## src/design/sine_cosine_polynomial_defines.svh

```systemverilog
// Assertion macros shared by the sine/cosine pipeline.
`ifndef SINE_COSINE_POLYNOMIAL_DEFINES_SVH
`define SINE_COSINE_POLYNOMIAL_DEFINES_SVH
`ifndef NO_ASSERTIONS
// Same-cycle implication, checked on every clk edge outside reset
`define SCP_ASSERT_IMP(label, ante, cons) \
  label: assert property (@(posedge clk) disable iff (!rst_n) (ante) |-> (cons)) \
    else $error("scp assertion failed");
// Implication with a fixed cycle delay
`define SCP_ASSERT_DLY(label, ante, dly, cons) \
  label: assert property (@(posedge clk) disable iff (!rst_n) (ante) |-> ##dly (cons)) \
    else $error("scp delayed assertion failed");
`else
`define SCP_ASSERT_IMP(label, ante, cons)
`define SCP_ASSERT_DLY(label, ante, dly, cons)
`endif
`endif

```

## src/design/scp_pkg.sv

```systemverilog
// Shared types and fixed constants of the sine/cosine pipeline.
package scp_pkg;

  // pi with 60 fraction bits, rounded to nearest
  localparam logic [63:0] PI_Q60      = 64'h3243F6A8885A308D;
  localparam int          EXTRA_BITS  = 28;
  localparam int          POLY_FRAC   = 30;
  localparam int          RECIP_SHIFT = 33;

  // Reciprocals for exact floor division of 30-bit values by constants
  localparam int DIV6_SHIFT   = 33;
  localparam int DIV24_SHIFT  = 35;
  localparam int DIV120_SHIFT = 37;
  localparam int DIV720_SHIFT = 40;
  localparam logic [30:0] RECIP_DIV6   = 31'(((64'd1 << DIV6_SHIFT) + 64'd5) / 64'd6);
  localparam logic [30:0] RECIP_DIV24  = 31'(((64'd1 << DIV24_SHIFT) + 64'd23) / 64'd24);
  localparam logic [30:0] RECIP_DIV120 = 31'(((64'd1 << DIV120_SHIFT) + 64'd119) / 64'd120);
  localparam logic [30:0] RECIP_DIV720 = 31'(((64'd1 << DIV720_SHIFT) + 64'd719) / 64'd720);

  localparam logic [31:0] POLY_ONE = 32'd1 << POLY_FRAC;

  // Folded argument handed from range reduction to the polynomial
  typedef struct packed {
    logic        valid;
    logic        use_sine;
    logic        neg;
    logic [29:0] arg;
  } scp_arg_t;

  // Polynomial magnitude (Q30) handed to the output stage
  typedef struct packed {
    logic        valid;
    logic        neg;
    logic [30:0] mag;
  } scp_mag_t;

endpackage

```

## src/design/scp_reduce.sv

```systemverilog
// Range reduction: quadrant, sign, octant fold and Q0.30 argument (4 stages).
`include "sine_cosine_polynomial_defines.svh"
module scp_reduce #(
  parameter int ANGLE_FRAC_BITS = 24
) (
  input  logic               clk,
  input  logic               rst_n,
  input  logic               in_valid,
  input  logic signed [31:0] angle,
  input  logic               operation,
  output scp_pkg::scp_arg_t  arg_o
);

  localparam int HPW = ANGLE_FRAC_BITS + 29;        // width of pi/2 in reduction units
  localparam int RW  = HPW + 2;                      // remainder work width
  localparam int KW  = scp_pkg::RECIP_SHIFT - ANGLE_FRAC_BITS;  // reciprocal / quotient width
  localparam int PW1 = scp_pkg::RECIP_SHIFT + KW;   // angle * reciprocal
  localparam int XLW = RW - scp_pkg::EXTRA_BITS;    // angle bits that reach the remainder
  localparam int ASH = ANGLE_FRAC_BITS + scp_pkg::EXTRA_BITS - scp_pkg::POLY_FRAC;

  localparam logic [63:0] HP64 =
    (scp_pkg::PI_Q60 + (64'd1 << (32 - ANGLE_FRAC_BITS))) >> (33 - ANGLE_FRAC_BITS);
  localparam logic [HPW-1:0] HP = HP64[HPW-1:0];
  localparam logic [63:0] K64 =
    (64'd1 << (scp_pkg::RECIP_SHIFT + scp_pkg::EXTRA_BITS)) / HP64;
  localparam logic [KW-1:0] K = K64[KW-1:0];
  localparam logic [29:0] ARG_MAX = 30'(HP >> (ANGLE_FRAC_BITS - 1));

  // Stage 1: quotient estimate angle * (2^61 / hp)
  logic                  v1_r;
  logic [31:0]           x1_r;
  logic                  op1_r;
  logic signed [PW1-1:0] prod_r, prod_nxt;

  assign prod_nxt = $signed({{(KW + 1){angle[31]}}, angle}) *
                    $signed({{(PW1 - KW){1'b0}}, K});

  always_ff @(posedge clk) begin
    if (!rst_n) begin
      v1_r <= 1'b0;
    end else begin
      v1_r <= in_valid;
    end
  end

  always_ff @(posedge clk) begin
    x1_r   <= angle;
    op1_r  <= operation;
    prod_r <= prod_nxt;
  end

  // Stage 2: estimate times hp, low bits only
  logic [KW-1:0] qe;
  logic [RW-1:0] qe_ext;
  logic [RW-1:0] qhp_r, qhp_nxt;
  logic          v2_r;
  logic [31:0]   x2_r;
  logic          op2_r;
  logic [1:0]    q2_r;

  assign qe      = prod_r[PW1-1:scp_pkg::RECIP_SHIFT];
  assign qe_ext  = {{(RW - KW){qe[KW-1]}}, qe};
  assign qhp_nxt = qe_ext * {2'b00, HP};

  always_ff @(posedge clk) begin
    if (!rst_n) begin
      v2_r <= 1'b0;
    end else begin
      v2_r <= v1_r;
    end
  end

  always_ff @(posedge clk) begin
    x2_r  <= x1_r;
    op2_r <= op1_r;
    q2_r  <= qe[1:0];
    qhp_r <= qhp_nxt;
  end

  // Stage 3: remainder and one-step correction of the estimate
  logic [RW-1:0]  xlow;
  logic [RW-1:0]  rem0;
  logic [HPW-1:0] rem_r, rem_nxt;
  logic [1:0]     quad_r, quad_nxt;
  logic           v3_r;
  logic           op3_r;

  assign xlow = {x2_r[XLW-1:0], {scp_pkg::EXTRA_BITS{1'b0}}};
  assign rem0 = xlow - qhp_r;

  always_comb begin
    rem_nxt  = rem0[HPW-1:0];
    quad_nxt = q2_r;
    if (rem0[RW-1]) begin
      rem_nxt  = rem0[HPW-1:0] + HP;
      quad_nxt = q2_r - 2'd1;
    end else if (rem0 >= {2'b00, HP}) begin
      rem_nxt  = rem0[HPW-1:0] - HP;
      quad_nxt = q2_r + 2'd1;
    end
  end

  always_ff @(posedge clk) begin
    if (!rst_n) begin
      v3_r <= 1'b0;
    end else begin
      v3_r <= v2_r;
    end
  end

  always_ff @(posedge clk) begin
    op3_r  <= op2_r;
    rem_r  <= rem_nxt;
    quad_r <= quad_nxt;
  end

  // Stage 4: fold into the first quadrant, pick the octant, scale to Q0.30
  logic [HPW-1:0] diff;
  logic [HPW-1:0] fold;
  logic [HPW-1:0] other;
  logic [HPW-1:0] arg_full;
  logic           low_oct;
  logic           v4_r;
  logic           sine_r, sine_nxt;
  logic           neg_r, neg_nxt;
  logic [29:0]    arg_r;

  assign diff     = HP - rem_r;
  assign fold     = quad_r[0] ? diff : rem_r;
  assign other    = quad_r[0] ? rem_r : diff;
  assign low_oct  = {fold, 1'b0} < {1'b0, HP};
  assign arg_full = low_oct ? fold : other;
  assign sine_nxt = low_oct ? ~op3_r : op3_r;
  // cosine negative in quadrants 1 and 2, sine in 2 and 3
  assign neg_nxt  = op3_r ? (quad_r[1] ^ quad_r[0]) : quad_r[1];

  always_ff @(posedge clk) begin
    if (!rst_n) begin
      v4_r <= 1'b0;
    end else begin
      v4_r <= v3_r;
    end
  end

  always_ff @(posedge clk) begin
    sine_r <= sine_nxt;
    neg_r  <= neg_nxt;
    arg_r  <= arg_full[ASH +: 30];
  end

  assign arg_o = '{valid: v4_r, use_sine: sine_r, neg: neg_r, arg: arg_r};

  // Reciprocal estimate is off by at most one quadrant
  `SCP_ASSERT_IMP(a_est_within_one, v2_r, ($signed(rem0) >= -$signed({2'b00, HP})) && ($signed(rem0) < $signed({1'b0, HP, 1'b0})))
  // Corrected remainder lies inside one quadrant
  `SCP_ASSERT_IMP(a_rem_in_quadrant, v3_r, rem_r < HP)
  // Folded argument never exceeds pi/4
  `SCP_ASSERT_IMP(a_arg_in_octant, v4_r, arg_r <= ARG_MAX)

endmodule

```

## config.mk

```make
export PLATFORM = sky130hd
export DESIGN_NAME = scp_reduce
export DESIGN_NICKNAME = d
export VERILOG_FILES = /design/src/design/scp_pkg.sv /design/src/design/scp_reduce.sv
export VERILOG_INCLUDE_DIRS = /design/src /design/src/design
export SDC_FILE = /design/constraint.sdc
export NUM_CORES = 1
export LEC_CHECK = 0
export BUFFER_PORTS_ARGS = -buffer_cell sky130_fd_sc_hd__buf_2
export CORE_ASPECT_RATIO = 0.5
export CORE_UTILIZATION = 59
export DETAILED_ROUTE_END_ITERATION = 10
export PLACE_DENSITY = 0.8
export SLEW_MARGIN = 10
export SYNTH_ARGS = -nofsm -noshare
export SYNTH_HDL_FRONTEND = slang
export SYNTH_SLANG_ARGS = --single-unit
export TNS_END_PERCENT = 30
```

## constraint.sdc

```tcl
create_clock -name clk -period 9.52 [get_ports clk]
set_clock_uncertainty 0.05 [all_clocks]
set_input_delay 0.476 -clock clk [delete_from_list [all_inputs] [get_ports clk]]
set_output_delay 0.476 -clock clk [all_outputs]
set_load 0.01 [all_outputs]
```

# Word level (Yosys, flattened, before mapping)
# Cells that the tools add are included.
# Widths: inputs -> output; s select.
# totals
out_inout_bits,33
wordCells,38
ff_bits,244
# op_classes
muxes,9
mul,2
order_cmp,2
add_sub_neg,6
bitwise,2
# op_table
cell,count
$mux 53,3
$mux 52,2
$ge 55x53->1 const B,1
$mul 55x50->52 const B,1
$sub 55x55->55,1
$lt 54x53->1 const B,1
$add 53x53->53 const B,1
$sub 53x53->53 const A,1
$sub 53x53->53 const B,1
$mul 32x10->42 const B,1
$mux 2,2
$add 2x1->2 const B,1
$mux 1,2
$sub 2x1->2 const B,1
$not 1->1,1
$xor 1x1->1,1

# Logic depth before layout (Yosys ltp)
# Gate-level depths: netlist of run 1.
# depth
depth_word,4
ltp_mapped,30
mapped_depth_nobuf,29

# Worst setup path before layout of run 1
# Ideal clock, no wire load.
# synth_timing
path_type,reg-to-reg
from,register prod_r[41]
to,register qhp_r[53]
slack_ns,-0.055
path_buffers,1
arrival_time_ns,9.403
setup_ns,0.122
path_stages_with_launch,27
synth_period_minus_slack_ns,9.575
cell_sequence,dfxtp_1 -> clkbuf_1 -> inv_1 -> fa_1 -> inv_1 -> fa_1 -> ha_1 -> ha_1 -> inv_1 -> fa_1 -> inv_1 -> fa_1 -> fa_1 -> inv_1 -> fa_1 -> inv_1 -> ha_1 -> a21o_1 -> a21o_1 -> or3_1 -> a211oi_1 -> nor3_1 -> nor2_1 -> o21ai_0 -> o21ai_0 -> nor4bb_1 -> a311o_1
# synth_via
elab_chain_len,1
# synth_lines
element,line_no,source
"start, declared",scp_reduce.sv:33,"logic signed [PW1-1:0] prod_r, prod_nxt;"
"start signal, assigned",scp_reduce.sv:49,prod_r <= prod_nxt;
$mul 55x50->52,scp_reduce.sv:63,"assign qhp_nxt = qe_ext * {2'b00, HP};"
via qhp_nxt[53],scp_reduce.sv:55,"logic [RW-1:0] qhp_r, qhp_nxt;"
"end signal, assigned",scp_reduce.sv:77,qhp_r <= qhp_nxt;
"end, declared",scp_reduce.sv:55,
# The timed path passes the listed nets, and every way through them passes these cells.
# A chain may end at the register's enable or synchronous reset.

# Worst setup path in the final report of run 1
# layout_timing
from,register prod_r[36]
to,register qhp_r[53]
# Same word-level chain as after synthesis.

==> results_dict.tcl, run 1 <==
set metrics [dict create \
    syn-mean-instance-area_um2 8.75 \
    clock_tree_from_tritoncts "done" \
    worst-r2r-cell-count 28 \
    synth_xor_xnor_area_share_pct 7.75 \
    die_h_um 151 \
    final_max_slew_viol_count 0 \
    min_path_cells 1 \
    vias 20111 \
    cpLargestDelayFamily "adder cells" \
    synth_top_area_cell "sky130_fd_sc_hd__ha_1" \
    initial_core_util_pct 59.9 \
    drv.max_cap_violation_count 0 \
    grt_remaining_overflow 0 \
    synth.top_cell.area_share_pct 20.8 \
    worst-path-stages 28 \
    syn-cell-area_um2 26200 \
    antenna_violating_nets_post_route 0 \
    cp_data_required_time_ns 9.88 \
    timing_worst_slew_pin_value_ns 1.12 \
    grt_pass1_wl_mm 94.9 \
    rr_startpoint "prod_r[36]" \
    multi_input_logic_area_um2 19200 \
    synth.net_count 3704 \
    synthSimpleGateAreaFrac_pct 11.2 \
    detailed_routing_iteration_count_for_the_pre_antenna_repair_pass 6 \
    pin_count_of_the_biggest_net_entering_global_routing 42 \
    worstPathMaxFanout 10 \
    global_route.usage.total_pct 26.0 \
    remaining_drc_errors 0 \
    netlist_top_cells_count "sky130_fd_sc_hd__inv_1, sky130_fd_sc_hd__ha_1, sky130_fd_sc_hd__fa_1, sky130_fd_sc_hd__dfxtp_1, sky130_fd_sc_hd__xnor2_1" \
    vias_per_cell 5.54 \
    hold_path_startpoint "angle[2]" \
    ys_ff_latch 206 \
    routedWlPerCell_um 16.0 \
    rsz0062_at_grt "no" \
    combinational_family_with_the_most_area_after_synthesis "adder cells" \
    critical_path.max_stage_delay_ns 0.69 \
    max_clock_freq_ghz 0.123 \
    initialDrtViolationCount 1334 \
    final-seq-area_um2 4130 \
    slew-limit-headroom_pct 23.9 \
    cpMostUsedCell "sky130_fd_sc_hd__inv_1" \
    fin_tns_setup_ns 0 \
    worst_hold_path_type "in -> reg" \
    yosysMostFrequentCell "sky130_fd_sc_hd__inv_1" \
    synth_compound_gate_area_share_pct 14.5 \
    routabilityCongestion 1.00 \
    synthMuxAreaShare_pct 0.654 \
    layout_worst_path_cycle_share_pct 85.1 \
    max-clock-path-buffers 3 \
    pin_count 69 \
    final_layout_size_suffix_gt1_share_pct 6.37 \
    post-dp-hpwl_mm 49.2 \
    worstPathBufferInverterCount 8 \
    period_minus_slack_ns 8.10 \
    outcome "finished, final reports clean" \
    io_buffer_count 68 \
    antenna_violations_before_repair 1 \
    cts_sinks 206 \
    finalHoldViolations 0 \
    num_rows 54 \
    cts.reportedPaths.clkPinSlew_ns 0.07 \
    clk_latency_ns 0.52 \
    grt_pass1_vias 19634 \
    timing.critical_path.slowest_stage_cell "sky130_fd_sc_hd__dfxtp_1" \
    cts_hold_buffers_added 1 \
    die_x_um 300 \
    full_die_area_um2 45300 \
    number_of_enable_type_register_cells_in_the_synthesized_netlist 0 \
    root_buffer "sky130_fd_sc_hd__clkbuf_16" \
    critPathLaunchType "flop" \
    async_reset_ff_share_pct 0 \
    core_area_um2 43700 \
    arrival_ns 8.47 \
    proportion_of_synthesized_chip_area_in_sequential_cells_pct 15.7 \
    synth_area_leaders "sky130_fd_sc_hd__ha_1, sky130_fd_sc_hd__fa_1, sky130_fd_sc_hd__dfxtp_1" \
    synth_adder_area_share_pct 39.0 \
    post_synth_inst_count 2994 \
    cts.repair_timing.setup_buffer_count 0 \
    totalWireLength_mm 58.2 \
    tritoncts.num_buffers 21 \
    cp-startpoint "prod_r[36]" \
    worstSetupPathType "reg -> reg" \
    fin_nets 3740 \
    finalSetupViolations 0 \
    nFillCells 3625 \
    reg2reg_setup_slack_ns 1.42 \
    dominantRegCellSynth "sky130_fd_sc_hd__dfxtp_1" \
    worst_setup_path_end_kind "flop" \
    yosysWarningCount 0 \
    post_cts.resized_instances 0 \
    htree_levels 1 \
    synth_cell_types 103 \
    layout-area-overhead-vs-synth_pct 6.00 \
]
## per-layer routing
metal | part of all wire [%] | wire length [um] | global-route usage (%)
met1 | 46 | 26800 | 34.9
met4 | 2.4 | 1380 | 6.86
met5 | 0 | 0 | 0
met3 | 7.0 | 4080 | 5.41
met2 | 45 | 25900 | 42.5
## cells in the final DEF (no fill, tap or decap), types with 7 or more instances in the layout
cell type	instances
sky130_fd_sc_hd__o211ai_1	15
sky130_fd_sc_hd__o21bai_1	16
sky130_fd_sc_hd__nor3b_1	7
sky130_fd_sc_hd__mux2i_1	12
sky130_fd_sc_hd__ha_1	435
sky130_fd_sc_hd__a21o_1	69
sky130_fd_sc_hd__o2111ai_1	8
sky130_fd_sc_hd__a21boi_0	9
sky130_fd_sc_hd__nand2_1	112
sky130_fd_sc_hd__nor3_1	46
sky130_fd_sc_hd__or4_1	10
sky130_fd_sc_hd__a21oi_1	128
sky130_fd_sc_hd__o21a_1	19
sky130_fd_sc_hd__nand2b_1	18
sky130_fd_sc_hd__dfxtp_1	205
sky130_fd_sc_hd__xor2_1	74
sky130_fd_sc_hd__o21ai_1	9
sky130_fd_sc_hd__and3_1	21
sky130_fd_sc_hd__o21ai_0	99
sky130_fd_sc_hd__nand3_1	46
sky130_fd_sc_hd__clkbuf_16	21
sky130_fd_sc_hd__or2_2	12
sky130_fd_sc_hd__a211oi_1	20
sky130_fd_sc_hd__a41oi_1	9
sky130_fd_sc_hd__nor4_1	24
sky130_fd_sc_hd__buf_4	11
sky130_fd_sc_hd__nor2_1	141
sky130_fd_sc_hd__nand4_1	17
sky130_fd_sc_hd__or3_1	16
sky130_fd_sc_hd__buf_2	68
sky130_fd_sc_hd__and2_1	21
sky130_fd_sc_hd__inv_1	699
sky130_fd_sc_hd__fa_1	239
sky130_fd_sc_hd__a31oi_1	23
sky130_fd_sc_hd__nor2b_1	16
sky130_fd_sc_hd__o31ai_1	11
sky130_fd_sc_hd__o31a_1	13
sky130_fd_sc_hd__xnor2_1	149
## cell families after synthesis
logic type,after synthesis
buffers and inverters,766
adder cells (fa/ha/maj),674
AND/OR/NAND/NOR,554
AO/OA/AOI/OAI,551
XOR/XNOR,227
flip-flops,206
multiplexers,16
## per-stage QoR
step | instance area (um2) | setup WS, ns | hold slack (ns) | cells | util, %
after floorplan | 26200 | 0.989 | 0.260 | 2994 | -
after global placement | 27100 | 1.68 | 0.260 | 3594 | 62.0
after detailed placement | 27100 | 1.49 | 0.262 | 3594 | 62.0
after CTS | 27800 | 1.40 | 0.0183 | 3632 | 63.5
after global routing | 27800 | 0.965 | 0.0351 | 3632 | 63.5
final | 27800 | 1.42 | 0.0447 | 3633 | 63.5
## final cells by class
cell class / instances / share of cell area [%]
antenna: 1 / 0.00901
tap: 588 / 2.65
multi-input combinational: 2022 / 69.1
timing repair buffer: 80 / 1.56
sequential: 206 / 14.9
clock buffer: 25 / 2.02
clock inverter: 12 / 0.374
inverter: 699 / 9.45
## worst paths after layout
kind                    end
setup / recovery  qhp_r[53]
hold / removal      x1_r[2]
setup reg to reg  qhp_r[53]
hold reg to reg     x2_r[9]
## flip-flops by register name, indices dropped and copies added, names as in the netlist, 2 cells and up
signal / flops
rem_r: 49
q2_r: 2
prod_r: 11
qhp_r: 51
x1_r: 25
quad_r: 2
x2_r: 27
arg_r: 30
## worst register-to-register path: cells and delay by family (launching register included)
| family | cells | cell delay, ns |
|---|---|---|
| buffers and inverters | 8 | 0.58 |
| AO/OA/AOI/OAI | 6 | 1.54 |
| AND/OR/NAND/NOR | 4 | 0.80 |
| adder cells (fa/ha/maj) | 10 | 4.33 |
| flip-flops | 1 | 0.69 |
Power of run 1 is not shown: default switching activity piles up to over one toggle a cycle in this logic, so the estimate is an artifact.
==> inputs of run 2 (changes only) <==
- CORE_UTILIZATION: 59 -> 60
- PLACE_DENSITY: 0.8 -> 0.78
- clock period: 9.52 -> 9.89 ns (I/O delays scaled with it)
==> run 2 against run 1 <==
Compared with the run above: sequential share of layout area hardly changed; first-iteration DRC count is 16% higher; maximum frequency is 4.1% lower; highest routed layer unchanged; count of clock-buffer cells in the layout is 2 higher; via count hardly changed; register-to-register slack better by 0.02 ns; utilization is 1.8 points higher; final cell count is 0.41% lower; routed wire length is 3.1% lower.
==> results_dict.tcl, run 2 (same netlist as run 1, synthesis figures left out) <==
set metrics [dict create \
    initialDrtViolationCount 1545 \
    reg.largest.list "qhp_r: 51 flops, rem_r: 49 flops, arg_r: 30 flops" \
    critPathLaunchType "flop" \
    htree_levels 1 \
    timing.critical_path.slowest_stage_cell "sky130_fd_sc_hd__dfxtp_1" \
    worstPathBufferInverterCount 6 \
    detailed_routing_iteration_count_for_the_pre_antenna_repair_pass 6 \
    remaining_drc_errors 0 \
    final_layout_size_suffix_gt1_share_pct 6.28 \
    fin_nets 3736 \
    post-dp-hpwl_mm 47.5 \
    fin_tns_setup_ns 0 \
    cts_hold_buffers_added 0 \
    grt_remaining_overflow 0 \
    critical_path.max_stage_delay_ns 0.76 \
    layout-area-overhead-vs-synth_pct 5.93 \
    vias_per_cell 5.55 \
    clock_tree_from_tritoncts "done" \
    global_route.usage.total_pct 25.7 \
    max_clock_freq_ghz 0.118 \
    io_buffer_count 68 \
    cpLargestDelayFamily "adder cells" \
    cts.repair_timing.setup_buffer_count 0 \
    number_of_flip_flops_under_the_largest_register_name 51 \
    rsz0062_at_grt "no" \
    clk_latency_ns 0.55 \
    num_rows 53 \
    totalWireLength_mm 56.4 \
    routabilityCongestion 0.962 \
    antenna_violations_before_repair 0 \
    outcome "finished, final reports clean" \
    grt_pass1_vias 19382 \
    cp_data_required_time_ns 10.26 \
    cpMostUsedCell "sky130_fd_sc_hd__inv_1" \
    die_h_um 150 \
    pin_count_of_the_biggest_net_entering_global_routing 64 \
    root_buffer "sky130_fd_sc_hd__clkbuf_16" \
    tritoncts.num_buffers 21 \
    full_die_area_um2 44600 \
    antenna_violating_nets_post_route 0 \
    cts_sinks 206 \
    vias 20096 \
    period_minus_slack_ns 8.45 \
    mostFrequentLayoutCells "sky130_fd_sc_hd__inv_1, sky130_fd_sc_hd__ha_1, sky130_fd_sc_hd__fa_1" \
    routedWlPerCell_um 15.6 \
    post_cts.resized_instances 0 \
    mostFrequentLayoutCell "sky130_fd_sc_hd__inv_1" \
    cts.reportedPaths.clkPinSlew_ns 0.08 \
    arrival_ns 8.83 \
    worst_hold_path_type "in -> reg" \
    timing_worst_slew_pin_value_ns 1.03 \
    drv.max_cap_violation_count 0 \
    grt_pass1_wl_mm 93.8 \
    pin_count 69 \
    final_max_slew_viol_count 0 \
    slew-limit-headroom_pct 30.2 \
    finalSetupViolations 0 \
    core_area_um2 42500 \
    worstSetupPathType "reg -> reg" \
    finalHoldViolations 0 \
    die_x_um 298 \
    antenna_cells_inserted 0 \
    worstPathMaxFanout 13 \
    registers.top_by_ff_count "qhp_r" \
    worst_setup_path_end_kind "flop" \
    layout_worst_path_cycle_share_pct 85.5 \
    initial_core_util_pct 61.6 \
    max-clock-path-buffers 3 \
]
[run 2: cell types whose count changed in the layout (fill, tap and decap cells not counted), moves of 2 or more]
cell                         previous run  this run
sky130_fd_sc_hd__clkinvlp_4             3         1
sky130_fd_sc_hd__inv_6                  3         5
sky130_fd_sc_hd__clkinv_2               5         1
sky130_fd_sc_hd__inv_8                  0         2
sky130_fd_sc_hd__buf_4                 11         8
[run 2: layer usage]
| metal | wire length, um | global-route usage, % | up-vias |
|---|---|---|---|
| li1 | - | - | 9916 |
| met1 | 27200 | 36.1 | 9540 |
| met2 | 24400 | 41.5 | 566 |
| met3 | 3740 | 4.31 | 74 |
| met4 | 1090 | 5.59 | 0 |
| met5 | 0 | 0 | - |
[run 2: worst paths after layout]
path	startpoint	endpoint	slack [ns]	cells past startpoint
worst max-delay path	prod_r[40]	qhp_r[54]	1.44	28
worst min-delay path	operation	op1_r	0.02	1
worst max register to register	prod_r[40]	qhp_r[54]	1.44	28
worst min register to register	x1_r[25]	x2_r[25]	0.27	0
[run 2: through the flow]
stage | hold slack, ns | cells | setup slack [ns] | util (%) | cell area, um2
after floorplan | 0.260 | 2994 | 0.315 | - | 26200
after global placement | 0.260 | 3580 | 1.82 | 63.7 | 27100
after detailed placement | 0.262 | 3580 | 1.59 | 63.7 | 27100
after CTS | 0.000383 | 3618 | 1.55 | 65.3 | 27800
after global routing | 0.0111 | 3618 | 0.983 | 65.3 | 27800
final | 0.0211 | 3618 | 1.44 | 65.3 | 27800
[run 2: worst register-to-register path, delay by kind of cell, from the launching register on]
kind            cells  cell delay, ns
fa+ha+maj          10            4.00
compound gates      9            2.59
flops               1            0.76
buf+inv             6            0.54
mux                 1            0.23
simple gates        2            0.16
[run 2: cell type report]
cell class | count | area, um2
clock buffers | 27 | 578
clock inverters | 11 | 118
fillers | 3442 | 14800
inverters | 699 | 2620
multi-input cells | 2022 | 19200
flip-flops and latches | 206 | 4130
well taps | 577 | 722
repair buffers | 76 | 400
Power of run 2 is left out for the same reason.
