$ cat src/design/sine_cosine_polynomial_defines.svh
// Assertion macros shared by the sine/cosine pipeline.
`ifndef SINE_COSINE_POLYNOMIAL_DEFINES_SVH
`define SINE_COSINE_POLYNOMIAL_DEFINES_SVH
`ifndef NO_ASSERTIONS
// Same-cycle implication, checked on every clk edge outside reset
`define SCP_ASSERT_IMP(label, ante, cons) \
  label: assert property (@(posedge clk) disable iff (!rst_n) (ante) |-> (cons)) \
    else $error("scp assertion failed");
// Implication with a fixed cycle delay
`define SCP_ASSERT_DLY(label, ante, dly, cons) \
  label: assert property (@(posedge clk) disable iff (!rst_n) (ante) |-> ##dly (cons)) \
    else $error("scp delayed assertion failed");
`else
`define SCP_ASSERT_IMP(label, ante, cons)
`define SCP_ASSERT_DLY(label, ante, dly, cons)
`endif
`endif

$ cat src/design/scp_pkg.sv
// Shared types and fixed constants of the sine/cosine pipeline.
package scp_pkg;

  // pi with 60 fraction bits, rounded to nearest
  localparam logic [63:0] PI_Q60      = 64'h3243F6A8885A308D;
  localparam int          EXTRA_BITS  = 28;
  localparam int          POLY_FRAC   = 30;
  localparam int          RECIP_SHIFT = 33;

  // Reciprocals for exact floor division of 30-bit values by constants
  localparam int DIV6_SHIFT   = 33;
  localparam int DIV24_SHIFT  = 35;
  localparam int DIV120_SHIFT = 37;
  localparam int DIV720_SHIFT = 40;
  localparam logic [30:0] RECIP_DIV6   = 31'(((64'd1 << DIV6_SHIFT) + 64'd5) / 64'd6);
  localparam logic [30:0] RECIP_DIV24  = 31'(((64'd1 << DIV24_SHIFT) + 64'd23) / 64'd24);
  localparam logic [30:0] RECIP_DIV120 = 31'(((64'd1 << DIV120_SHIFT) + 64'd119) / 64'd120);
  localparam logic [30:0] RECIP_DIV720 = 31'(((64'd1 << DIV720_SHIFT) + 64'd719) / 64'd720);

  localparam logic [31:0] POLY_ONE = 32'd1 << POLY_FRAC;

  // Folded argument handed from range reduction to the polynomial
  typedef struct packed {
    logic        valid;
    logic        use_sine;
    logic        neg;
    logic [29:0] arg;
  } scp_arg_t;

  // Polynomial magnitude (Q30) handed to the output stage
  typedef struct packed {
    logic        valid;
    logic        neg;
    logic [30:0] mag;
  } scp_mag_t;

endpackage

$ cat src/design/scp_round.sv
// Output stage: round to the result format, apply sign, saturate to 18 bits.
module scp_round #(
  parameter int RESULT_FRAC_BITS = 16
) (
  input  logic               clk,
  input  logic               rst_n,
  input  scp_pkg::scp_mag_t  mag_i,
  output logic               out_valid,
  output logic signed [17:0] out_value
);

  localparam int          SH        = scp_pkg::POLY_FRAC - RESULT_FRAC_BITS;
  localparam logic [31:0] HALF      = (SH > 0) ? (32'd1 << (SH - 1)) : 32'd0;
  localparam logic [31:0] POS_LIMIT = 32'd131071;
  localparam logic [31:0] NEG_LIMIT = 32'd131072;

  logic [31:0] rnd;
  logic [31:0] lim;
  logic [31:0] lim_neg;
  logic        valid_r;
  logic [17:0] value_r, value_nxt;

  // round half up, then clamp the magnitude before negating
  assign rnd = ({1'b0, mag_i.mag} + HALF) >> SH;

  always_comb begin
    if (mag_i.neg) begin
      lim = (rnd > NEG_LIMIT) ? NEG_LIMIT : rnd;
    end else begin
      lim = (rnd > POS_LIMIT) ? POS_LIMIT : rnd;
    end
  end

  assign lim_neg   = 32'd0 - lim;
  assign value_nxt = mag_i.neg ? lim_neg[17:0] : lim[17:0];

  always_ff @(posedge clk) begin
    if (!rst_n) begin
      valid_r <= 1'b0;
    end else begin
      valid_r <= mag_i.valid;
    end
  end

  always_ff @(posedge clk) begin
    value_r <= value_nxt;
  end

  assign out_valid = valid_r;
  assign out_value = $signed(value_r);

endmodule
$ cat config.mk
export PLATFORM = sky130hd
export DESIGN_NAME = scp_round
export DESIGN_NICKNAME = d
export VERILOG_FILES = /design/src/design/sine_cosine_polynomial_defines.svh /design/src/design/scp_pkg.sv /design/src/design/scp_round.sv
export SDC_FILE = /design/constraint.sdc
export NUM_CORES = 1
export LEC_CHECK = 0
export BUFFER_PORTS_ARGS = -buffer_cell sky130_fd_sc_hd__buf_2
export CORE_MARGIN = 5
export CORE_UTILIZATION = 52
export CTS_CLUSTER_DIAMETER = 120
export CTS_CLUSTER_SIZE = 25
export DETAILED_ROUTE_END_ITERATION = 8
export GPL_ROUTABILITY_DRIVEN = 0
export PLACE_DENSITY = 0.83
export SYNTH_ARGS = -nofsm -noshare
export SYNTH_HDL_FRONTEND = slang
export SYNTH_SLANG_ARGS = --single-unit
export TNS_END_PERCENT = 5
$ cat constraint.sdc
create_clock -name clk -period 4.59 [get_ports clk]
set_input_delay 0.918 -clock clk [delete_from_list [all_inputs] [get_ports clk]]
set_output_delay 0.918 -clock clk [all_outputs]
set_load 0.05 [all_outputs]
======== Word level (Yosys, flattened, before mapping) ========
Cells that the tools add are included.
Widths: inputs -> output; s select.
operators by class
  add/subtract/negate cells ............... 2
  magnitude comparators ................... 2
  mux-type cells .......................... 4
operator list
  cell                    number
  $mux 18                 4
  $add 31x14->32 const B  1
  $gt 18x17->1 const B    1
  $gt 18x18->1 const B    1
  $sub 1x18->18 const A   1
storage, ports and cells
  register bits after elaboration ......... 19
  output and inout bits ................... 19
  logic and storage cells ................. 10
  input port bits ......................... 35

======== Depth between registers and ports, before layout ========
Gate-level depths: netlist of run 1.
  depth after elaboration ................. 6
  gate-level depth with buffers ........... 17
  depth with buffers taken out ............ 15

======== Worst setup path before layout of run 1 ========
No wires, ideal clock.
  path kind ............................... input-to-reg
  from .................................... input mag_i[16] in the netlist's numbering
  to ...................................... register value_r[14], in the netlist out_value[14]
  setup time .............................. 86 ps
  required time ........................... 4,504 ps
  arrival ................................. 3,806 ps
  path buffers ............................ 2
  setup slack ............................. 699 ps
  stages .................................. 16
  cell sequence ........................... buf_4 nand4_4 or3_4 or3_1 nand3_1 or4_4 nand2_2 buf_6 a21o_1 inv_1 ha_1 o211ai_2 nor4_2 nand3_1 mux2i_1 a211oi_1
between the ends
  cells in the longest elaborated chain, start to end .. 6
  elaborated cells between the ends (all ways) .. 8
  classes of those cells .................. 2 x add/sub; 2 x order compare; 4 x mux
RTL lines
  element                                              line                              source
  start: declaration                                   scp_round.sv:7                    input scp_pkg::scp_mag_t mag_i,
  $add 31x14->32 *                                     scp_round.sv:24                   assign rnd = ({1'b0, mag_i.mag} + HALF) >> SH;
  $gt 18x17->1 / $gt 18x18->1 (equally long branches)  scp_round.sv:30, scp_round.sv:28
  $mux 18 (on tied branches)                           scp_round.sv:30, scp_round.sv:28
  $mux 18 *                                            scp_round.sv:27                   if (mag_i.neg) begin
  net lim[0]                                           scp_round.sv:18                   logic [31:0] lim;
  $sub 1x18->18 *                                      scp_round.sv:34                   assign lim_neg = 32'd0 - lim;
  $mux 18 *                                            scp_round.sv:35                   assign value_nxt = mag_i.neg ? lim_neg[17:0] : lim[17:0];
  net value_nxt[14]                                    scp_round.sv:21                   logic [17:0] value_r, value_nxt;
  end signal: assignment                               scp_round.sv:46                   value_r <= value_nxt;
  end: declaration                                     scp_round.sv:21
The timed path passes the listed nets; every way through them passes the cells marked *.
A chain may end at the register's enable or synchronous reset.

======== Worst setup path after layout of run 1 ========
  from .................................... input mag_i[13] in the netlist's numbering
  to ...................................... register value_r[14], in the netlist out_value[14]
Same word-level chain as after synthesis.

==> impl_metrics.prom, run 1 <==
# TYPE chip_impl_metric gauge
chip_impl_info{name="run_status",value="completed"} 1
chip_impl_metric{name="biggest_fanout_along_the_worst_timing_path",unit=""} 6
chip_impl_metric{name="synth_cells",unit=""} 252
chip_impl_metric{name="antenna_violations_before_repair",unit=""} 0
chip_impl_info{name="synth_top_flop_cell",value="sky130_fd_sc_hd__dfxtp_1"} 1
chip_impl_metric{name="filler_cell_count",unit=""} 330
chip_impl_metric{name="wl_per_cell",unit="um"} 14.18
chip_impl_metric{name="pwr-share-clk",unit=""} 0.180
chip_impl_metric{name="die_width",unit="um"} 69.96
chip_impl_metric{name="die_area",unit="um^2"} 4894
chip_impl_metric{name="ctsLongestPathBuffers",unit=""} 2
chip_impl_metric{name="drt-initial-drc-count",unit=""} 198
chip_impl_metric{name="grt.total_usage",unit=""} 0.1929
chip_impl_metric{name="avgViaCountPerCell",unit=""} 6.018
chip_impl_metric{name="number_of_inserted_diodes",unit=""} 0
chip_impl_info{name="cp-end-kind",value="register"} 1
chip_impl_metric{name="clock_sink_count",unit=""} 19
chip_impl_metric{name="post-cts-setup-buffer-count",unit=""} 0
chip_impl_metric{name="synthDominantCellAreaShare",unit=""} 0.2035
chip_impl_metric{name="initial_core_utilization",unit=""} 0.5473
chip_impl_metric{name="power_report.internal_total",unit="mW"} 0.2662
chip_impl_metric{name="min_path_cells",unit=""} 2
chip_impl_metric{name="p_sw_frac",unit=""} 0.4029
chip_impl_metric{name="clock.fmax",unit="MHz"} 244.9
chip_impl_metric{name="drt-total-wl",unit="mm"} 4.680
chip_impl_metric{name="synth_compound_gate_area_share",unit=""} 0.2162
chip_impl_metric{name="grt_pass1_wl",unit="mm"} 8.045
chip_impl_metric{name="grt_pass1_vias",unit=""} 1823
chip_impl_metric{name="worst-endpoint-arrival",unit="ns"} 4.28
chip_impl_metric{name="post_synth_mux_area_share",unit=""} 0.01138
chip_impl_metric{name="synth_edf_count",unit=""} 0
chip_impl_metric{name="yosysSeqAreaShare",unit=""} 0.2035
chip_impl_metric{name="cts_htree_levels",unit=""} 1
chip_impl_metric{name="first_pass_drt_iterations",unit=""} 5
chip_impl_metric{name="min_period_over_period",unit=""} 0.8897
chip_impl_metric{name="setup-tns-final",unit="ns"} 0
chip_impl_metric{name="final-max-slew-violation-count",unit=""} 0
chip_impl_metric{name="post_synth_fa_ha_maj_area_fraction",unit=""} 0.01339
chip_impl_metric{name="port-buffer-count",unit=""} 40
chip_impl_metric{name="cp_data_required_time",unit="ns"} 4.79
chip_impl_metric{name="total_global_routing_overflow",unit=""} 0
chip_impl_metric{name="worst_setup_hold_path_clk_slew",unit="ns"} 0.09
chip_impl_metric{name="synthesis.yosys.warnings",unit=""} 0
chip_impl_metric{name="finalWorstSetupSlack",unit="ns"} 0.5062
chip_impl_metric{name="postSynthRegisterBits",unit=""} 19
chip_impl_metric{name="layout-area-overhead-vs-synth",unit="%"} 12.05
chip_impl_metric{name="slew_headroom",unit=""} 0.6011
chip_impl_metric{name="final_area",unit="um^2"} 2095
chip_impl_metric{name="synth_nets",unit=""} 289
chip_impl_metric{name="number_of_routed_nets_with_antenna_violations",unit=""} 0
chip_impl_metric{name="drt_drc_violations_left",unit=""} 0
chip_impl_metric{name="core_area",unit="um^2"} 3416
chip_impl_metric{name="syn-cell-area",unit="um^2"} 1869
chip_impl_metric{name="cts_hold_buffers",unit=""} 0
chip_impl_metric{name="hold_viol_final",unit=""} 0
chip_impl_info{name="root_buffer_cell",value="sky130_fd_sc_hd__clkbuf_4"} 1
chip_impl_info{name="grt_setup_unrepaired",value="false"} 1
chip_impl_metric{name="comb_power_share",unit=""} 0.409
chip_impl_metric{name="synth-simple-area-share",unit=""} 0.3809
chip_impl_info{name="crit_path_start",value="mag_i[13]"} 1
chip_impl_metric{name="row_count",unit=""} 21
chip_impl_metric{name="floorplan.io_pins",unit=""} 54
chip_impl_metric{name="dr_total_vias",unit=""} 1986
chip_impl_info{name="criticalPathCategory",value="in -> reg"} 1
chip_impl_metric{name="place_worst_setup_slack",unit="ns"} 0.1962
chip_impl_metric{name="p_switching",unit="mW"} 0.1796
chip_impl_metric{name="worst_slew_pin_slew",unit="ns"} 0.5941
chip_impl_metric{name="cap_violations",unit=""} 0
chip_impl_info{name="hold_path_startpoint",value="mag_i[32]"} 1
chip_impl_metric{name="yosys.cell_types.count",unit=""} 60
chip_impl_info{name="hold_path.class",value="in -> reg"} 1
chip_impl_info{name="tritoncts",value="done"} 1
chip_impl_metric{name="num-nets-final",unit=""} 322
chip_impl_info{name="most_common_cell_after_layout_fill_and_taps_aside",value="sky130_fd_sc_hd__buf_2"} 1
chip_impl_metric{name="pwr_density_cell",unit="nW/um^2"} 212.8
chip_impl_info{name="element_type_at_the_critical_path_start",value="primary input"} 1
chip_impl_info{name="synth.largest_area_cell",value="sky130_fd_sc_hd__dfxtp_1"} 1
chip_impl_metric{name="setup_violations",unit=""} 0
chip_impl_metric{name="num_cts_buffers",unit=""} 3
chip_impl_metric{name="sum_of_net_half_perimeters_after_detailed_placement",unit="mm"} 3.718
chip_impl_info{name="synth_top_family_by_area",value="simple AND/OR/NAND/NOR gates"} 1
chip_impl_metric{name="die_height",unit="um"} 69.96
chip_impl_metric{name="p_leak",unit="nW"} 0.8476
chip_impl_info{name="mostFrequentLayoutCells",value="40 x sky130_fd_sc_hd__buf_2, 28 x sky130_fd_sc_hd__nand2_1, 21 x sky130_fd_sc_hd__nand3_1"} 1
chip_impl_metric{name="cts_repair_resize_count",unit=""} 0
chip_impl_info{name="synth_top_cells_by_area",value="sky130_fd_sc_hd__dfxtp_1 20%, sky130_fd_sc_hd__nand2_1 5.6%, sky130_fd_sc_hd__nand3_1 5.6%, sky130_fd_sc_hd__xnor2_1 5.6%, sky130_fd_sc_hd__xor2_1 4.7%"} 1
chip_impl_metric{name="post_synth.cell_area_avg",unit="um^2"} 7.418
chip_impl_metric{name="power_frac_seq",unit=""} 0.411
chip_impl_metric{name="final_layout_size_suffix_gt1_frac",unit=""} 0.2500
chip_impl_metric{name="fraction_of_registers_with_async_set_or_reset_after_synthesis",unit=""} 0
chip_impl_metric{name="max-vdd-ir-drop",unit="uV"} 114.5
chip_impl_metric{name="post-route-min-period",unit="ns"} 4.084
chip_impl_metric{name="grt_max_degree",unit=""} 42
chip_impl_metric{name="detailed_place.area",unit="um^2"} 2068
chip_impl_metric{name="synth-xor-area-share",unit=""} 0.1031
[synthesized netlist by cell type, types with 3 or more instances]
cell	instances
sky130_fd_sc_hd__xnor2_1	12
sky130_fd_sc_hd__nand2_2	3
sky130_fd_sc_hd__a21boi_0	4
sky130_fd_sc_hd__o21ai_0	11
sky130_fd_sc_hd__a21oi_1	11
sky130_fd_sc_hd__inv_1	8
sky130_fd_sc_hd__or3_1	4
sky130_fd_sc_hd__nand4_1	10
sky130_fd_sc_hd__a211oi_1	3
sky130_fd_sc_hd__a21o_1	4
sky130_fd_sc_hd__nor3_1	9
sky130_fd_sc_hd__nand2_1	28
sky130_fd_sc_hd__dfxtp_1	19
sky130_fd_sc_hd__clkbuf_1	5
sky130_fd_sc_hd__nand3_1	21
sky130_fd_sc_hd__xor2_1	10
sky130_fd_sc_hd__buf_2	8
sky130_fd_sc_hd__and3_1	4
sky130_fd_sc_hd__nor4_1	6
sky130_fd_sc_hd__nor2_1	20
sky130_fd_sc_hd__buf_4	3
[state kept, by name (all words and copies together), names as in the netlist]
signal / flops
out_value: 18
out_valid: 1
[logic make-up (layout without fill, tap and decap cells)]
group	Yosys count	after routing
fa+ha+maj	2	2
simple gates	125	125
flops	19	19
compound gates	56	56
buf+inv	26	58
mux	2	2
xor+xnor	22	22
[layer usage]
layer,share of wire,global-route usage,vias up
met5,0,0,-
met4,0.020,0.07447,0
met3,0.075,0.03874,13
met2,0.49,0.3326,75
met1,0.41,0.2340,895
li1,-,-,1003
[path summary, 6_finish.rpt]
check            end  slack (ns)
min        out_valid        0.83
max    out_value[14]        0.51
[critical path, cell delays in order]
cell and delay, ns:
sky130_fd_sc_hd__buf_2 0.14, sky130_fd_sc_hd__ha_1 0.29, sky130_fd_sc_hd__nand2_1 0.17, sky130_fd_sc_hd__nor4_4 0.39
sky130_fd_sc_hd__a2111oi_0 0.18, sky130_fd_sc_hd__a21boi_0 0.23, sky130_fd_sc_hd__or4_4 0.17, sky130_fd_sc_hd__nand2_2 0.05
sky130_fd_sc_hd__a21o_1 0.19, sky130_fd_sc_hd__inv_1 0.05, sky130_fd_sc_hd__ha_1 0.22, sky130_fd_sc_hd__o211ai_2 0.15
sky130_fd_sc_hd__nor4_2 0.56, sky130_fd_sc_hd__nand3_1 0.17, sky130_fd_sc_hd__mux2i_1 0.16, sky130_fd_sc_hd__a211oi_1 0.24
[area by class of cell]
| type | count | area, um^2 | area share |
|---|---|---|---|
| clock buffers | 4 | 26.28 | 0.01254 |
| inverters | 8 | 30.03 | 0.01434 |
| flip-flops and latches | 19 | 380.4 | 0.1816 |
| multi-input cells | 207 | 1355 | 0.6470 |
| well taps | 46 | 57.56 | 0.02748 |
| repair buffers | 46 | 245.2 | 0.1171 |
[power groups by stage]
stage	registers, mW	logic [mW]	clock network (mW)
final	0.183	0.182	0.0803
after global routing	0.185	0.197	0.0939
after CTS	0.184	0.182	0.0841
after detailed placement	0.187	0.181	0
after global placement	0.187	0.178	0
after floorplan	0.245	0.0822	0
[stage by stage]
step	hold slack, ns	instances	power (mW)	utilization
global route	0.8352	330	0.4761	0.6132
detailed placement	1.131	326	0.3682	0.6055
floorplan	1.040	252	0.3271	-
CTS	0.8317	330	0.4492	0.6132
finish	0.8334	330	0.4458	0.6132
global placement	1.129	326	0.3655	0.6055
Power figures use the tool's default switching activity.
==> run 2: changes to the inputs <==
--- a/config.mk
+++ b/config.mk
@@ -5,14 +5,17 @@
 export SDC_FILE = /design/constraint.sdc
 export NUM_CORES = 1
 export LEC_CHECK = 0
+export ABC_CLOCK_PERIOD_IN_PS = 4590
 export BUFFER_PORTS_ARGS = -buffer_cell sky130_fd_sc_hd__buf_2
+export CELL_PAD_IN_SITES_DETAIL_PLACEMENT = 2
+export CELL_PAD_IN_SITES_GLOBAL_PLACEMENT = 2
 export CORE_MARGIN = 5
-export CORE_UTILIZATION = 52
+export CORE_UTILIZATION = 29
 export CTS_CLUSTER_DIAMETER = 120
 export CTS_CLUSTER_SIZE = 25
 export DETAILED_ROUTE_END_ITERATION = 8
 export GPL_ROUTABILITY_DRIVEN = 0
-export PLACE_DENSITY = 0.83
+export PLACE_DENSITY = 0.84
 export SYNTH_ARGS = -nofsm -noshare
 export SYNTH_HDL_FRONTEND = slang
 export SYNTH_SLANG_ARGS = --single-unit
==> run 2 against run 1 <==
Flip-flop and latch count stayed put. Core utilization is 27 points lower. Total power is 10% higher. Worst setup slack worse by 0.093 ns. Die area is 67% higher. Cell count is 11% higher. Combinational power is 4% higher. Wire length is 39% higher. Global-route usage is 3.6 points lower. Clock power is 48% higher. Largest cell class unchanged.
==> impl_metrics.prom, run 2 (same netlist as run 1, synthesis figures left out) <==
# TYPE chip_impl_metric gauge
chip_impl_metric{name="p_switching",unit="mW"} 0.1970
chip_impl_metric{name="biggest_fanout_along_the_worst_timing_path",unit=""} 6
chip_impl_info{name="run_status",value="completed"} 1
chip_impl_metric{name="wl_per_cell",unit="um"} 17.82
chip_impl_metric{name="worst-endpoint-arrival",unit="ns"} 4.35
chip_impl_metric{name="total_global_routing_overflow",unit=""} 0
chip_impl_metric{name="die_width",unit="um"} 90.29
chip_impl_metric{name="p_leak",unit="nW"} 0.8735
chip_impl_metric{name="pwr-share-clk",unit=""} 0.242
chip_impl_metric{name="worst_setup_hold_path_clk_slew",unit="ns"} 0.08
chip_impl_metric{name="cp_data_required_time",unit="ns"} 4.76
chip_impl_metric{name="ctsLongestPathBuffers",unit=""} 2
chip_impl_metric{name="num-nets-final",unit=""} 326
chip_impl_metric{name="detailed_place.area",unit="um^2"} 2137
chip_impl_metric{name="comb_power_share",unit=""} 0.384
chip_impl_metric{name="row_count",unit=""} 29
chip_impl_metric{name="port-buffer-count",unit=""} 40
chip_impl_metric{name="core_area",unit="um^2"} 6314
chip_impl_metric{name="cap_violations",unit=""} 0
chip_impl_metric{name="cts_htree_levels",unit=""} 1
chip_impl_metric{name="final-max-slew-violation-count",unit=""} 0
chip_impl_info{name="top_layer_used",value="met4"} 1
chip_impl_metric{name="min_period_over_period",unit=""} 0.9101
chip_impl_metric{name="met2_length",unit="mm"} 3.347
chip_impl_metric{name="cts_repair_resize_count",unit=""} 0
chip_impl_metric{name="first_pass_drt_iterations",unit=""} 4
chip_impl_info{name="mostFrequentLayoutCells",value="40 x sky130_fd_sc_hd__buf_2, 28 x sky130_fd_sc_hd__nand2_1, 21 x sky130_fd_sc_hd__nand3_1"} 1
chip_impl_metric{name="power_frac_seq",unit=""} 0.373
chip_impl_metric{name="final_layout_size_suffix_gt1_frac",unit=""} 0.2604
chip_impl_metric{name="initial_core_utilization",unit=""} 0.2961
chip_impl_metric{name="max-vdd-ir-drop",unit="uV"} 127.7
chip_impl_metric{name="power_report.internal_total",unit="mW"} 0.2948
chip_impl_metric{name="drt-initial-drc-count",unit=""} 74
chip_impl_metric{name="setup-tns-final",unit="ns"} 0
chip_impl_metric{name="sum_of_net_half_perimeters_after_detailed_placement",unit="mm"} 5.305
chip_impl_metric{name="layout-area-overhead-vs-synth",unit="%"} 16.73
chip_impl_metric{name="die_height",unit="um"} 90.29
chip_impl_info{name="root_buffer_cell",value="sky130_fd_sc_hd__clkbuf_8"} 1
chip_impl_metric{name="clock.fmax",unit="MHz"} 239.4
chip_impl_metric{name="final_cell_count_no_fill",unit=""} 365
chip_impl_metric{name="die_area",unit="um^2"} 8151
chip_impl_info{name="element_type_at_the_critical_path_start",value="primary input"} 1
chip_impl_metric{name="floorplan.io_pins",unit=""} 54
chip_impl_info{name="hold_path.class",value="in -> reg"} 1
chip_impl_metric{name="grt.total_usage",unit=""} 0.1568
chip_impl_metric{name="final_area",unit="um^2"} 2182
chip_impl_info{name="cp-end-kind",value="register"} 1
chip_impl_metric{name="hold_slack",unit="ns"} 0.8621
chip_impl_metric{name="finalWorstSetupSlack",unit="ns"} 0.4128
chip_impl_metric{name="drt_drc_violations_left",unit=""} 0
chip_impl_metric{name="antenna_violations_before_repair",unit=""} 0
chip_impl_metric{name="avgViaCountPerCell",unit=""} 5.767
chip_impl_metric{name="num_cts_buffers",unit=""} 3
chip_impl_metric{name="grt_pass1_wl",unit="mm"} 10.80
chip_impl_info{name="most_common_cell_after_layout_fill_and_taps_aside",value="sky130_fd_sc_hd__buf_2"} 1
chip_impl_info{name="tritoncts",value="done"} 1
chip_impl_metric{name="met1_length",unit="mm"} 2.756
chip_impl_metric{name="post-route-min-period",unit="ns"} 4.177
chip_impl_metric{name="placedCellCount",unit=""} 361
chip_impl_metric{name="wl_met3",unit="um"} 229
chip_impl_info{name="criticalPathCategory",value="in -> reg"} 1
chip_impl_metric{name="slew_headroom",unit=""} 0.5608
chip_impl_metric{name="clock_sink_count",unit=""} 19
chip_impl_metric{name="post-cts-setup-buffer-count",unit=""} 0
chip_impl_metric{name="number_of_routed_nets_with_antenna_violations",unit=""} 0
chip_impl_metric{name="grt_max_degree",unit=""} 41
chip_impl_metric{name="cts_hold_buffers",unit=""} 0
chip_impl_metric{name="hold_viol_final",unit=""} 0
chip_impl_metric{name="worst_slew_pin_slew",unit="ns"} 0.6541
chip_impl_metric{name="dr_total_vias",unit=""} 2105
chip_impl_info{name="grt_setup_unrepaired",value="false"} 1
chip_impl_metric{name="grt_pass1_vias",unit=""} 2181
chip_impl_metric{name="drt-total-wl",unit="mm"} 6.506
chip_impl_metric{name="p_sw_frac",unit=""} 0.4005
chip_impl_metric{name="fin_util",unit=""} 0.3456
chip_impl_metric{name="number_of_inserted_diodes",unit=""} 0
chip_impl_metric{name="max_ffs_per_register",unit=""} 18
chip_impl_metric{name="place_worst_setup_slack",unit="ns"} 0.07544
chip_impl_metric{name="setup_violations",unit=""} 0
chip_impl_metric{name="pwr_density_cell",unit="nW/um^2"} 225.4
chip_impl_metric{name="total_power",unit="mW"} 0.4918
[run 2: worst paths after layout]
path | startpoint | endpoint | slack [ns] | cells after the start
max | mag_i[13] | out_value[14] | 0.41 | 16
min | mag_i[32] | out_valid | 0.86 | 2
[run 2: power groups by stage]
stage | Combinational (mW) | Sequential [mW] | Clock (mW)
2_1_floorplan | 0.0822 | 0.245 | 0
5_1_grt | 0.204 | 0.186 | 0.133
3_5_place_dp | 0.190 | 0.188 | 0
6_report | 0.189 | 0.184 | 0.119
3_3_place_gp | 0.184 | 0.187 | 0
4_1_cts | 0.191 | 0.184 | 0.124
[run 2: critical path: stages]
cell                        delay (ns)
sky130_fd_sc_hd__buf_2            0.14
sky130_fd_sc_hd__ha_1             0.30
sky130_fd_sc_hd__nand2_1          0.17
sky130_fd_sc_hd__nor4_4           0.28
sky130_fd_sc_hd__a2111oi_0        0.17
sky130_fd_sc_hd__a21boi_0         0.34
sky130_fd_sc_hd__or4_4            0.21
sky130_fd_sc_hd__nand2_2          0.06
sky130_fd_sc_hd__a21o_1           0.19
sky130_fd_sc_hd__inv_1            0.06
sky130_fd_sc_hd__ha_1             0.22
sky130_fd_sc_hd__o211ai_2         0.16
sky130_fd_sc_hd__nor4_2           0.56
sky130_fd_sc_hd__nand3_1          0.18
sky130_fd_sc_hd__mux2i_1          0.17
sky130_fd_sc_hd__a211oi_1         0.22
[run 2: layout make-up]
class                   count  area (um^2)
clock buffers               4        45.04
fillers                   764         4131
inverters                   8        30.03
multi-input cells         207         1355
flip-flops and latches     19        380.4
well taps                  77        96.34
repair buffers             50        275.3
[run 2: layer usage]
layer | GRT usage | up-vias
met1 | 0.1820 | 1036
met4 | 0.04467 | 0
met2 | 0.2915 | 59
li1 | - | 997
met5 | 0 | -
met3 | 0.02667 | 13
==> run 3: changes to the inputs <==
--- a/config.mk
+++ b/config.mk
@@ -5,7 +5,7 @@
 export SDC_FILE = /design/constraint.sdc
 export NUM_CORES = 1
 export LEC_CHECK = 0
-export ABC_CLOCK_PERIOD_IN_PS = 4590
+export ABC_CLOCK_PERIOD_IN_PS = 4750
 export BUFFER_PORTS_ARGS = -buffer_cell sky130_fd_sc_hd__buf_2
 export CELL_PAD_IN_SITES_DETAIL_PLACEMENT = 2
 export CELL_PAD_IN_SITES_GLOBAL_PLACEMENT = 2
==> constraint.sdc (replaced) <==
create_clock -name clk -period 4.75 [get_ports clk]
set_input_delay 0.95 -clock clk [delete_from_list [all_inputs] [get_ports clk]]
set_output_delay 0.95 -clock clk [all_outputs]
set_load 0.05 [all_outputs]
==> run 3 against run 2 <==
Combinational power decreased by 3%. Wire length shrank 2.2%. Worst hold slack improved by 0.027 ns. Highest routed layer unchanged.
==> impl_metrics.prom, run 3 (same netlist as run 1, synthesis figures left out) <==
# TYPE chip_impl_metric gauge
chip_impl_info{name="run_status",value="completed"} 1
chip_impl_info{name="crit_path_top_delay_cell",value="sky130_fd_sc_hd__or3_4"} 1
chip_impl_metric{name="min_period_over_period",unit=""} 0.8513
chip_impl_info{name="most_common_cell_after_layout_fill_and_taps_aside",value="sky130_fd_sc_hd__buf_2"} 1
chip_impl_metric{name="post-cts-setup-buffer-count",unit=""} 0
chip_impl_metric{name="hold_viol_final",unit=""} 0
chip_impl_metric{name="wl_per_cell",unit="um"} 17.43
chip_impl_metric{name="num-nets-final",unit=""} 326
chip_impl_metric{name="cts_repair_resize_count",unit=""} 0
chip_impl_metric{name="dr_total_vias",unit=""} 2070
chip_impl_metric{name="die_area",unit="um^2"} 8151
chip_impl_metric{name="number_of_inserted_diodes",unit=""} 0
chip_impl_metric{name="cap_violations",unit=""} 0
chip_impl_metric{name="drt_drc_violations_left",unit=""} 0
chip_impl_metric{name="slowest_delay",unit="ns"} 0.47
chip_impl_metric{name="setup-tns-final",unit="ns"} 0
chip_impl_metric{name="number_of_routed_nets_with_antenna_violations",unit=""} 0
chip_impl_info{name="tritoncts",value="done"} 1
chip_impl_metric{name="sum_of_net_half_perimeters_after_detailed_placement",unit="mm"} 5.188
chip_impl_metric{name="floorplan.io_pins",unit=""} 54
chip_impl_metric{name="grt_pass1_vias",unit=""} 2223
chip_impl_metric{name="cts_hold_buffers",unit=""} 0
chip_impl_metric{name="max-vdd-ir-drop",unit="uV"} 125.2
chip_impl_info{name="crit_path_start",value="mag_i[15]"} 1
chip_impl_metric{name="drt-total-wl",unit="mm"} 6.361
chip_impl_metric{name="core_area",unit="um^2"} 6314
chip_impl_metric{name="slew_headroom",unit=""} 0.5565
chip_impl_metric{name="port-buffer-count",unit=""} 40
chip_impl_metric{name="worst-endpoint-arrival",unit="ns"} 4.22
chip_impl_metric{name="p_leak",unit="nW"} 0.8753
chip_impl_metric{name="clock_sink_count",unit=""} 19
chip_impl_metric{name="layout-area-overhead-vs-synth",unit="%"} 16.73
chip_impl_info{name="element_type_at_the_critical_path_start",value="primary input"} 1
chip_impl_info{name="criticalPathCategory",value="in -> reg"} 1
chip_impl_metric{name="final_layout_size_suffix_gt1_frac",unit=""} 0.2604
chip_impl_metric{name="biggest_fanout_along_the_worst_timing_path",unit=""} 9
chip_impl_info{name="grt_setup_unrepaired",value="false"} 1
chip_impl_metric{name="total_global_routing_overflow",unit=""} 0
chip_impl_metric{name="fin_util",unit=""} 0.3456
chip_impl_metric{name="total_power",unit="mW"} 0.4734
chip_impl_metric{name="worst_setup_hold_path_clk_slew",unit="ns"} 0.07
chip_impl_metric{name="setup_violations",unit=""} 0
chip_impl_metric{name="antenna_violations_before_repair",unit=""} 0
chip_impl_metric{name="filler_cell_count",unit=""} 802
chip_impl_metric{name="grt.total_usage",unit=""} 0.1589
chip_impl_metric{name="first_pass_drt_iterations",unit=""} 4
chip_impl_metric{name="max_ffs_per_register",unit=""} 18
chip_impl_info{name="hold_path.class",value="in -> reg"} 1
chip_impl_metric{name="grt_max_degree",unit=""} 42
chip_impl_metric{name="die_height",unit="um"} 90.29
chip_impl_info{name="critical-path-top-delay-family",value="simple AND/OR/NAND/NOR gates"} 1
chip_impl_metric{name="grt_pass1_wl",unit="mm"} 10.80
chip_impl_info{name="path_cells",value="buf_2, nand4_4, or3_4, xor2_1, buf_4, a21boi_0, or4_4, nand2_2, a21o_1, inv_1, ha_1, o211ai_2, or2_2, o41ai_1, nand2_1, o221ai_2"} 1
chip_impl_metric{name="final-max-slew-violation-count",unit=""} 0
chip_impl_metric{name="row_count",unit=""} 29
chip_impl_metric{name="critical_path_buf_inv_count",unit=""} 3
chip_impl_info{name="cp-end-kind",value="register"} 1
chip_impl_metric{name="multi_input_logic_area",unit="um^2"} 1355
chip_impl_info{name="mostFrequentLayoutCells",value="40 x sky130_fd_sc_hd__buf_2, 28 x sky130_fd_sc_hd__nand2_1, 21 x sky130_fd_sc_hd__nand3_1"} 1
chip_impl_metric{name="die_width",unit="um"} 90.29
chip_impl_metric{name="seq_area",unit="um^2"} 380.4
chip_impl_info{name="root_buffer_cell",value="sky130_fd_sc_hd__clkbuf_8"} 1
chip_impl_metric{name="drt-initial-drc-count",unit=""} 78
chip_impl_metric{name="num_cts_buffers",unit=""} 3
chip_impl_info{name="hold_path_startpoint",value="mag_i[32]"} 1
chip_impl_metric{name="avgViaCountPerCell",unit=""} 5.671
chip_impl_metric{name="post-route-min-period",unit="ns"} 4.044
chip_impl_metric{name="pwr_density_cell",unit="nW/um^2"} 217.0
chip_impl_metric{name="initial_core_utilization",unit=""} 0.2961
chip_impl_metric{name="cts_htree_levels",unit=""} 1
chip_impl_metric{name="clock.fmax",unit="MHz"} 247.3
chip_impl_metric{name="worst_slew_pin_slew",unit="ns"} 0.6605
chip_impl_metric{name="ctsLongestPathBuffers",unit=""} 2
chip_impl_metric{name="cp_data_required_time",unit="ns"} 4.93
## run 3: path summary, 6_finish.rpt
| check | cells after the start | to | slack [ns] |
|---|---|---|---|
| setup / recovery | 16 | out_value[8] | 0.71 |
| hold / removal | 2 | out_valid | 0.89 |
## run 3: metrics by stage
stage          area (um^2)  cells  setup slack, ns  hold WS (ns)
6_report              2182    365           0.7061        0.8895
4_1_cts               2182    365           0.6738        0.8899
3_5_place_dp          2137    361           0.4275         1.160
5_1_grt               2182    365           0.5311        0.8871
3_3_place_gp          2137    361           0.5263         1.157
2_1_floorplan         1869    252           0.8270         1.072
## run 3: layout make-up
cell class	count	area share
tap	77	0.04415
timing repair buffer	50	0.1261
multi-input combinational	207	0.6210
sequential	19	0.1743
clock buffer	4	0.02064
inverter	8	0.01376
## run 3: routing by layer
metal / global-route usage / share of wire / vias to the layer above
met3: 0.03833 / 0.036 / 16
met1: 0.1785 / 0.42 / 1017
met2: 0.2902 / 0.52 / 42
li1: - / - / 995
met5: 0 / 0 / -
met4: 0.05335 / 0.023 / 0
## run 3: power by group
part	internal, mW	switching [mW]
Combinational	0.0508	0.132
Clock	0.0597	0.0533
Sequential	0.175	0.00303
Total	0.285	0.188
